### src/rtl/core/spq_pkg.sv
// Shared types and constants for the sorted priority queue.
// Holds command and status codes, default sizes and the cell control struct.
// No dependencies.
package spq_pkg;

  // Default sizes
  localparam int unsigned DefCapacity = 16;
  localparam int unsigned DefKeyWidth = 32;
  localparam int unsigned DefTagWidth = 16;

  // Command carried by an input transaction
  typedef enum logic {
    CmdEnq = 1'b0,
    CmdDeq = 1'b1
  } cmd_e;

  // Status reported with each result
  typedef enum logic [1:0] {
    StDone  = 2'd0,
    StFull  = 2'd1,
    StEmpty = 2'd2
  } status_e;

  // Per-cell update select, driven by the row control
  typedef struct packed {
    logic load_new;    // take the entry being enqueued
    logic take_left;   // take the entry of the cell in front
    logic take_right;  // take the entry of the cell behind
  } cell_ctrl_t;

endpackage

### src/rtl/core/spq_cell.sv
// One storage cell of the sorted priority queue row.
// Holds one entry, compares it with the incoming key and moves data to or
// from its neighbors. Depends on spq_pkg.
module spq_cell import spq_pkg::*; #(
  parameter int unsigned KEY_WIDTH = DefKeyWidth,
  parameter int unsigned TAG_WIDTH = DefTagWidth
) (
  input  logic                 clk_i,
  input  cell_ctrl_t           ctrl_i,
  input  logic                 sort_mode_i,
  input  logic                 occupied_i,
  input  logic                 run_right_i,
  input  logic [KEY_WIDTH-1:0] new_key_i,
  input  logic [KEY_WIDTH-1:0] new_ex_i,
  input  logic [KEY_WIDTH-1:0] new_de_i,
  input  logic [TAG_WIDTH-1:0] new_tag_i,
  input  logic [KEY_WIDTH-1:0] left_ex_i,
  input  logic [KEY_WIDTH-1:0] left_de_i,
  input  logic [TAG_WIDTH-1:0] left_tag_i,
  input  logic [KEY_WIDTH-1:0] right_ex_i,
  input  logic [KEY_WIDTH-1:0] right_de_i,
  input  logic [TAG_WIDTH-1:0] right_tag_i,
  output logic                 run_o,
  output logic [KEY_WIDTH-1:0] ex_o,
  output logic [KEY_WIDTH-1:0] de_o,
  output logic [TAG_WIDTH-1:0] tag_o
);

  logic [KEY_WIDTH-1:0] ex_q, de_q;
  logic [TAG_WIDTH-1:0] tag_q;
  logic [KEY_WIDTH-1:0] sel_key;
  logic                 new_smaller;

  // Compare the incoming key against the held key of the selected kind
  assign sel_key     = sort_mode_i ? de_q : ex_q;
  assign new_smaller = new_key_i < sel_key;

  // Extend the run of larger entries toward the front; an empty cell starts it
  assign run_o = occupied_i ? (new_smaller & run_right_i) : 1'b1;

  // Load, shift back or shift forward
  always_ff @(posedge clk_i) begin
    if (ctrl_i.load_new) begin
      ex_q  <= new_ex_i;
      de_q  <= new_de_i;
      tag_q <= new_tag_i;
    end else if (ctrl_i.take_left) begin
      ex_q  <= left_ex_i;
      de_q  <= left_de_i;
      tag_q <= left_tag_i;
    end else if (ctrl_i.take_right) begin
      ex_q  <= right_ex_i;
      de_q  <= right_de_i;
      tag_q <= right_tag_i;
    end
  end

  assign ex_o  = ex_q;
  assign de_o  = de_q;
  assign tag_o = tag_q;

endmodule

### src/rtl/core/sorted_priority_queue.sv
// Top level of the sorted priority queue: a row of spq_cell storage cells,
// the occupancy counter, the mode register and the result register.
// Depends on spq_pkg and spq_cell.
//
//   channel   direction  handshake                 payload
//   in        input      in_valid_i / in_stall_o   command, expiry, delivery, tag
//   out       output     out_valid_o / out_stall_i status, expiry, delivery, tag, count
//   config    input      sort_mode_we_i            sort_mode_i
//
// One transaction is taken every cycle while in_stall_o is low; its result shows in the next cycle.
// The combinational compare in each cell and the one-bit run chain through
// the row together pick the insert point.
// Reset clears the count, the mode and the result valid flag; entry storage is not cleared.
// in_stall_o is high while a result waits and out_stall_i is high.
module sorted_priority_queue import spq_pkg::*; #(
  parameter int unsigned CAPACITY  = DefCapacity,
  parameter int unsigned KEY_WIDTH = DefKeyWidth,
  parameter int unsigned TAG_WIDTH = DefTagWidth,
  localparam int unsigned CntWidth = $clog2(CAPACITY + 1)
) (
  input  logic                 clk_i,
  input  logic                 rst_ni,
  input  logic                 sort_mode_we_i,
  input  logic                 sort_mode_i,
  input  logic                 in_valid_i,
  output logic                 in_stall_o,
  input  logic                 command_i,
  input  logic [KEY_WIDTH-1:0] expiry_key_i,
  input  logic [KEY_WIDTH-1:0] delivery_key_i,
  input  logic [TAG_WIDTH-1:0] item_tag_i,
  output logic                 out_valid_o,
  input  logic                 out_stall_i,
  output logic [1:0]           status_o,
  output logic [KEY_WIDTH-1:0] out_expiry_o,
  output logic [KEY_WIDTH-1:0] out_delivery_o,
  output logic [TAG_WIDTH-1:0] out_tag_o,
  output logic [CntWidth-1:0]  count_o
);

  logic                 sort_mode_q;
  logic [CntWidth-1:0]  count_q, count_d;
  logic                 out_valid_q;
  status_e              status_q, status_d;
  logic [KEY_WIDTH-1:0] res_ex_q, res_de_q, res_ex_d, res_de_d;
  logic [TAG_WIDTH-1:0] res_tag_q, res_tag_d;
  logic [CntWidth-1:0]  res_count_q;

  logic                 accept, is_deq, full, empty, enq_ok, deq_ok;
  logic [KEY_WIDTH-1:0] new_key;
  logic [CAPACITY:0]    run;

  logic [KEY_WIDTH-1:0] cell_ex  [CAPACITY];
  logic [KEY_WIDTH-1:0] cell_de  [CAPACITY];
  logic [TAG_WIDTH-1:0] cell_tag [CAPACITY];

  // Handshake
  assign in_stall_o = out_valid_q & out_stall_i;
  assign accept     = in_valid_i & ~in_stall_o;
  assign is_deq     = command_i == CmdDeq;
  assign full       = count_q == CntWidth'(CAPACITY);
  assign empty      = count_q == '0;
  assign enq_ok     = accept & ~is_deq & ~full;
  assign deq_ok     = accept & is_deq & ~empty;
  assign new_key    = sort_mode_q ? delivery_key_i : expiry_key_i;

  // Nothing lies behind the last cell
  assign run[CAPACITY] = 1'b1;

  // Row of cells
  for (genvar i = 0; i < CAPACITY; i++) begin : g_cell
    localparam logic [CntWidth-1:0] Idx = CntWidth'(i);
    cell_ctrl_t           ctrl;
    logic                 run_left;
    logic [KEY_WIDTH-1:0] left_ex, left_de, right_ex, right_de;
    logic [TAG_WIDTH-1:0] left_tag, right_tag;

    if (i == 0) begin : g_front
      assign run_left = 1'b0;
      assign left_ex  = '0;
      assign left_de  = '0;
      assign left_tag = '0;
    end else begin : g_mid_front
      assign run_left = run[i-1];
      assign left_ex  = cell_ex[i-1];
      assign left_de  = cell_de[i-1];
      assign left_tag = cell_tag[i-1];
    end

    if (i == CAPACITY - 1) begin : g_back
      assign right_ex  = '0;
      assign right_de  = '0;
      assign right_tag = '0;
    end else begin : g_mid_back
      assign right_ex  = cell_ex[i+1];
      assign right_de  = cell_de[i+1];
      assign right_tag = cell_tag[i+1];
    end

    // Insert where the run of larger entries starts; shift that run back; a dequeue shifts all forward
    assign ctrl.load_new   = enq_ok & run[i] & ~run_left;
    assign ctrl.take_left  = enq_ok & run_left & (Idx <= count_q);
    assign ctrl.take_right = deq_ok & (i != CAPACITY - 1);

    spq_cell #(
      .KEY_WIDTH(KEY_WIDTH),
      .TAG_WIDTH(TAG_WIDTH)
    ) u_cell (
      .clk_i       (clk_i),
      .ctrl_i      (ctrl),
      .sort_mode_i (sort_mode_q),
      .occupied_i  (Idx < count_q),
      .run_right_i (run[i+1]),
      .new_key_i   (new_key),
      .new_ex_i    (expiry_key_i),
      .new_de_i    (delivery_key_i),
      .new_tag_i   (item_tag_i),
      .left_ex_i   (left_ex),
      .left_de_i   (left_de),
      .left_tag_i  (left_tag),
      .right_ex_i  (right_ex),
      .right_de_i  (right_de),
      .right_tag_i (right_tag),
      .run_o       (run[i]),
      .ex_o        (cell_ex[i]),
      .de_o        (cell_de[i]),
      .tag_o       (cell_tag[i])
    );
  end

  // Next count and result contents
  always_comb begin
    count_d   = count_q;
    status_d  = StDone;
    res_ex_d  = '0;
    res_de_d  = '0;
    res_tag_d = '0;
    if (enq_ok) begin
      count_d = count_q + CntWidth'(1);
    end else if (deq_ok) begin
      count_d   = count_q - CntWidth'(1);
      res_ex_d  = cell_ex[0];
      res_de_d  = cell_de[0];
      res_tag_d = cell_tag[0];
    end else if (is_deq) begin
      status_d = StEmpty;
    end else begin
      status_d = StFull;
    end
  end

  // Control state: count, mode and result valid
  always_ff @(posedge clk_i or negedge rst_ni) begin
    if (!rst_ni) begin
      count_q     <= '0;
      sort_mode_q <= 1'b0;
      out_valid_q <= 1'b0;
    end else begin
      if (sort_mode_we_i) begin
        sort_mode_q <= sort_mode_i;
      end
      if (accept) begin
        count_q     <= count_d;
        out_valid_q <= 1'b1;
      end else if (!out_stall_i) begin
        out_valid_q <= 1'b0;
      end
    end
  end

  // Hold the result payload until taken
  always_ff @(posedge clk_i) begin
    if (accept) begin
      status_q    <= status_d;
      res_ex_q    <= res_ex_d;
      res_de_q    <= res_de_d;
      res_tag_q   <= res_tag_d;
      res_count_q <= count_d;
    end
  end

  assign out_valid_o    = out_valid_q;
  assign status_o       = status_q;
  assign out_expiry_o   = res_ex_q;
  assign out_delivery_o = res_de_q;
  assign out_tag_o      = res_tag_q;
  assign count_o        = res_count_q;

endmodule

### config.mk
export PLATFORM = sky130hd
export DESIGN_NAME = sorted_priority_queue
export DESIGN_NICKNAME = d
export VERILOG_FILES = /design/src/rtl/core/spq_pkg.sv /design/src/rtl/core/spq_cell.sv /design/src/rtl/core/sorted_priority_queue.sv
export SDC_FILE = /design/constraint.sdc
export NUM_CORES = 2
export LEC_CHECK = 0
export BUFFER_PORTS_ARGS = -buffer_cell sky130_fd_sc_hd__clkbuf_2
export CORE_MARGIN = 2
export CORE_UTILIZATION = 57
export DETAILED_ROUTE_END_ITERATION = 7
export GPL_TIMING_DRIVEN = 0
export PLACE_DENSITY = 0.79
export SYNTH_ARGS = -nofsm -noshare
export SYNTH_HDL_FRONTEND = slang
export SYNTH_SLANG_ARGS = --single-unit
### constraint.sdc
create_clock -name clk_i -period 16.1 [get_ports clk_i]
set_clock_uncertainty 0.15 [all_clocks]
set_input_delay 3.22 -clock clk_i [delete_from_list [all_inputs] [get_ports clk_i]]
set_output_delay 3.22 -clock clk_i [all_outputs]
set_load 0.02 [all_outputs]
# == Word level (Yosys, flattened, before mapping) ==
# Cells that the tools add are included.
# totals
reg_bits,1374
elab_cells,389
# classes
n_addsub,2
magnitude_cmp,47
eq_ne,2
n_mux,176
bitwise_logic,87
reduce_logical,19
# op_table
op,count
32-bit two-way mux,109
16-bit two-way mux,46
32-bit less-than comparator,16
1-bit AND,67
3-bit nonzero test,14
"4-bit by 5-bit less-or-equal comparator with 1-bit output, first input constant",8
"4-bit by 5-bit less-than comparator with 1-bit output, first input constant",8
"3-bit by 5-bit less-or-equal comparator with 1-bit output, first input constant",4
"3-bit by 5-bit less-than comparator with 1-bit output, first input constant",4
1-bit inverter,20
1-bit two-way mux,18
"2-bit by 5-bit less-or-equal comparator with 1-bit output, first input constant",2
"1-bit by 5-bit less-than comparator with 1-bit output, first input constant",2
"2-bit by 5-bit less-than comparator with 1-bit output, first input constant",2
5-bit two-way mux,2
"5-bit by 1-bit adder with 5-bit output, second input constant",1
"5-bit == test, second input constant",1
"1-bit by 5-bit less-or-equal comparator with 1-bit output, first input constant",1
5-bit zero test,1
"5-bit by 1-bit subtractor with 5-bit output, second input constant",1
2-bit nonzero test,2
2-bit OR reduction,2
2-bit two-way mux,1
"2-bit by 1-bit inequality test with 1-bit output, second input constant",1

# == Logic depth before layout (Yosys ltp) ==
# logic_depth
depth_word,37
mapped_depth,20
depth_no_buf,13

# == Cells and area by module ==
# From an unflattened synthesis, not the netlist that was laid out.
# unflattened
hier_cells,7749
hier_area_um2,85453.2
# modules_own_cells
module,n_inst,cells_each,area_per_inst_um2
spq_cell at g_cell[0].u_cell ...,9,462,5072.4
spq_cell at g_cell[6].u_cell ...,3,463,5058.6
spq_cell at g_cell[13].u_cell,1,463,5051.1
spq_cell at g_cell[5].u_cell,1,463,5038.6
spq_cell at g_cell[7].u_cell,1,464,5037.3
spq_cell at g_cell[12].u_cell,1,464,5022.3
sorted_priority_queue,1,348,4476.8

# == Least setup slack after synthesis ==
# Ideal clock, no wire load.
# synth_timing
path_kind,input to register
startpoint,in expiry_key_i[23]
endpoint,"reg g_cell[15].u_cell.de_q[0], data pin"
setup_ps,260
t_arrival_ps,14426
slack_ps,1264
path_stages,14
n_path_buf,4
cell_sequence,buf_1 -> clkbuf_1 -> mux2_2 -> ha_1 -> a211oi_1 -> o21ai_0 -> o221ai_1 -> a21boi_0 -> nor3_1 -> nor4b_1 -> nand2b_1 -> clkbuf_1 -> clkbuf_1 -> mux2_2
# synth_between
elab_chain_cells,8
# synth_lines
element,line,text
start: declaration,sorted_priority_queue.sv:28,"input logic [KEY_WIDTH-1:0] expiry_key_i,"
32-bit two-way mux *,sorted_priority_queue.sv:64,assign new_key = sort_mode_q ? delivery_key_i : expiry_key_i;
32-bit less-than comparator,spq_cell.sv:36,assign new_smaller = new_key_i < sel_key;
1-bit two-way mux,spq_cell.sv:39,assign run_o = occupied_i ? (new_smaller & run_right_i) : 1'b1;
1-bit AND,spq_cell.sv:39,
1-bit two-way mux,spq_cell.sv:39,
1-bit inverter,sorted_priority_queue.sv:100,assign ctrl.load_new = enq_ok & run[i] & ~run_left;
1-bit AND *,sorted_priority_queue.sv:100,
32-bit two-way mux *,spq_cell.sv:43,if (ctrl_i.load_new) begin
end signal: assignment,spq_cell.sv:45,de_q <= new_de_i;
end signal: assignment,spq_cell.sv:49,de_q <= left_de_i;
end signal: assignment,spq_cell.sv:53,de_q <= right_de_i;
end: declaration,spq_cell.sv:29,"logic [KEY_WIDTH-1:0] ex_q, de_q;"
# Mark *: on every way between the ends. The rest lies on a longest branch, timed or not.
# A chain may end at the register's enable or synchronous reset.

# == Worst setup path in the final report ==
# layout_timing
startpoint,in expiry_key_i[28]
endpoint,"reg g_cell[12].u_cell.ex_q[10], enable pin"
# layout_between
elab_chain_cells,14
# layout_lines
element,line,text
32-bit two-way mux *,sorted_priority_queue.sv:64,
32-bit less-than comparator,spq_cell.sv:36,
1-bit two-way mux,spq_cell.sv:39,
1-bit AND,spq_cell.sv:39,
1-bit two-way mux,spq_cell.sv:39,
1-bit AND,spq_cell.sv:39,
1-bit two-way mux,spq_cell.sv:39,
1-bit AND,spq_cell.sv:39,
1-bit two-way mux,spq_cell.sv:39,
1-bit AND,spq_cell.sv:39,
1-bit two-way mux,spq_cell.sv:39,
1-bit AND or 1-bit inverter (tied branches),"sorted_priority_queue.sv:101, sorted_priority_queue.sv:100",
1-bit AND (on tied branches),"sorted_priority_queue.sv:101, sorted_priority_queue.sv:100",
3-bit nonzero test (no source line) *,-,
end signal: assignment,spq_cell.sv:44,ex_q <= new_ex_i;
end signal: assignment,spq_cell.sv:48,ex_q <= left_ex_i;
end signal: assignment,spq_cell.sv:52,ex_q <= right_ex_i;
end: declaration,spq_cell.sv:29,
# Marked as above.

==> key figures <==
Route
  – Vias/cell: 7.24
  – DRC: 1
  – Total via count in the routed design: 70,900
  – Routed WL per cell: 34.7 um
  – Final WL: 340,000 um
  – DRT antenna net count: 0
  – Drt first-iter violations: 12,600
  – 1st-pass router iterations: 8

STA
  – Slew Viols, Final: 23
  – Peak Freq: 77.3 MHz
  – Fin. Hold Viols: 0
  – Final worst slack: 3.17 ns
  – Final setup fails: 0
  – Least-Margin Pin Slew: 1.62 ns
  – Tmin final: 12.93 ns
  – WHS: 0.402 ns
  – RSZ-0062 raised after global routing: no
  – Part of the cycle the worst path needs: 0.803
  – Slew Limit Headroom: -0.0820

Yosys
  – Count of cell types in the netlist: 78
  – Post-synthesis register bit count: 1,374
  – Syn Area/Cell: 11.3 um^2
  – Synth area leaders: edfxtp_1 (49%), mux2i_1 (14%), ha_1 (7.5%)
  – Synth Cell Area: 83,700 um^2
  – Mapped Nets: 8,015
  – Cells after synthesis: 7,427
  – Warnings from Yosys: 0
  – Count leader, synth: edfxtp_1
  – Most used DFF post-synth: edfxtp_1
  – Async SR Flop Fraction: 0.00509
  – Post-synth top area cell: edfxtp_1
  – Seq/Total Area, Yosys: 0.493
  – Count of flip-flops with a built-in enable after synthesis: 1,367
  – Top post-synthesis cells by count: edfxtp_1 (1,367), mux2i_1 (1,136), nand2_1 (597)
  – Share of the synthesized area in the top cell type: 0.491

Floorplan
  – Die area: 150,000 um^2
  – Ports: 176
  – Starting Density: 0.574
  – Std cell rows: 140
  – Die width: 387 um
  – Die H: 387 um
  – Core ar.: 146,000 um^2

Worst setup path
  – Crit-path leading delay family: buffers and inverters
  – Most common cell on crit path: clkbuf_1
  – Worst path buffer plus inverter count: 6
  – WP data arrival: 13.30 ns
  – Crit-path cells: buf_1, clkbuf_1, mux2_2, ha_1, nand2_1, nor4_1, nand3_1, a311oi_1, nor3_1, a211oi_1, o21ai_2, and2_1, clkbuf_1, nand2_1, clkbuf_1, clkbuf_1, nand3_4, buf_12
  – Slowest cell on the critical path: clkbuf_1
  – CP Launch Type: input port
  – CP endpoint kind: flop
  – Largest fanout on the critical path: 46
  – Crit path kind: input port to flop
  – RR Startpoint: sort_mode_q
  – Crit-path max cell delay: 1.24 ns
  – CP required: 16.47 ns
  – Setup slack, reg-to-reg: 5.22 ns
  – Worst setup path startpoint: expiry_key_i[28]

Placement
  – Placed wire-length estimate: 264,000 um
  – Port bufs: 113
  – Placed insts: 9,501
  – Dpl ws: 3.22 ns
  – GPL Wtd Cong: 1.07

CTS
  – CTS buffer count: 153
  – CTS sink cnt: 1,374
  – Hold Buf Count CTS: 0
  – Cts repair resizes: 0
  – H-tree depth: 4
  – Clock Latency Late Sink: 0.82 ns
  – CTS root buffer: clkbuf_16
  – TritonCTS clock tree: done
  – Clk pin slew, worst setup/hold paths: 0.06 ns
  – Setup Buffers After CTS: 0
  – CTS max path bufs: 3

Layout
  – Final net count: 8,328
  – Share of cells above drive strength 1: 0.0970
  – Post-layout util: 0.634
  – Fillers: 11,500
  – Area Overhead vs Synth: 10.4%
  – Final cell count without fillers: 9,792

Power
  – Internal power: 9540 uW
  – Comb pwr share: 0.389
  – Clock power frac: 0.218
  – Peak VDD IR: 0.121 mV
  – Total power draw: 16,100 uW
  – Sequential Power Share: 0.393
  – Switch Pwr: 6590 uW
  – Pwr dens: 175 nW/um^2
  – Sw Ratio: 0.409
  – Leakage: 0.0356 uW

Status
  – Status: finished with violations
  – Violated checks: design-rule violations, max-capacitance violations, max-slew violations

Global routing
  – GRT Total Usage: 0.441
  – Total gr overflow: 0
  – Largest net degree at the start of global routing: 59
  – First-pass GRT wire length: 478,000 um
  – Number of global-route vias before repair: 66,400
  – Initial antenna violation count: 30

Min path
  – Hold path startpoint: g_cell[0].u_cell.tag_o[6]
  – Hold Path Class: flop to flop

Flow run
  – Max-cap viol count: 3
## stage by stage
step / setup TNS, ns / cell area [um^2]
after floorplan: 0 / 83700
after global placement: -1386.74 / 86600
after detailed placement: 0 / 87500
after CTS: 0 / 92300
after global routing: 0 / 92300
final: 0 / 92400
## power groups by stage
stage	Clock [uW]	Sequential (uW)	Combinational, uW
CTS	3490	6240	6010
floorplan	0	5890	3960
global route	3620	6340	6600
global placement	0	6410	5660
finish	3520	6340	6270
detailed placement	0	6310	5980
## path summary, 6_finish.rpt
check	endpoint	depth (start not counted)
worst max-delay path	g_cell[12].u_cell.ex_o[10]	18
worst min register to register	out_tag_o[6]	1
worst max register to register	g_cell[0].u_cell.de_o[13]	19
worst min-delay path	out_tag_o[6]	1
min in group asynchronous	count_q[4]	1
max in group asynchronous	sort_mode_q	1
## sequential cells by signal, indices dropped and copies added (netlist names)
signal and cells:
count_o 5, count_q 5, g_cell.u_cell.de_o 512, g_cell.u_cell.ex_o 512, g_cell.u_cell.tag_o 256, out_delivery_o 32, out_expiry_o 32, out_tag_o 16
out_valid_o 1, sort_mode_q 1, status_o 2
## cell type report
cell class,count,area (um^2),area share
Clock buffer,195,4070,0.0441
Clock inverter,74,698,0.00756
Timing Repair Buffer,158,1290,0.0140
Sequential cell,1374,41200,0.446
Antenna cell,21,52.6,0.000569
Buffer,643,2670,0.0289
Multi-Input combinational cell,5395,39900,0.432
Tap cell,1917,2400,0.0260
Inverter,15,58.8,0.000637
## cell usage in the layout, fill, tap and decap left out, types with 13 or more instances in the layout
cell type and instances:
a211oi_1 18, a21o_1 69, a21oi_1 547, a221o_1 84, a221oi_1 21, a2bb2oi_1 160
a31oi_1 17, and2_1 84, and3_1 86, buf_1 132, buf_16 15, buf_2 80
buf_4 23, buf_6 21, clkbuf_1 443, clkbuf_16 157, clkbuf_2 116, clkinv_1 32
clkinv_2 19, diode_2 21, edfxtp_1 1367, ha_1 501, inv_1 14, mux2_1 96
mux2_2 256, mux2i_1 1136, nand2_1 591, nand2b_1 13, nand3_1 40, nand4_1 65
nor2_1 563, nor2b_1 17, nor3_1 24, o211ai_1 23, o21a_1 18, o21ai_0 579
o22ai_1 242
## cell families (layout without fill, tap and decap cells)
logic type	count (synthesis)	count (layout)	share of synthesized area
buf+inv	658	1085	0.0325
xor+xnor	8	8	0.000837
simple gates	1552	1552	0.0812
other cells	0	21	0
mux	1488	1488	0.183
compound gates	1846	1846	0.135
flops	1374	1374	0.493
fa+ha+maj	501	501	0.0749
## metal layers
layer	up-vias	GRT usage	wire length (um)
met2	6395	0.627	140000
met1	34400	0.588	123000
li1	29000	-	-
met4	22	0.274	24600
met5	-	0	285
met3	1114	0.135	52000
Note: power is estimated with default switching activity, not from simulation.
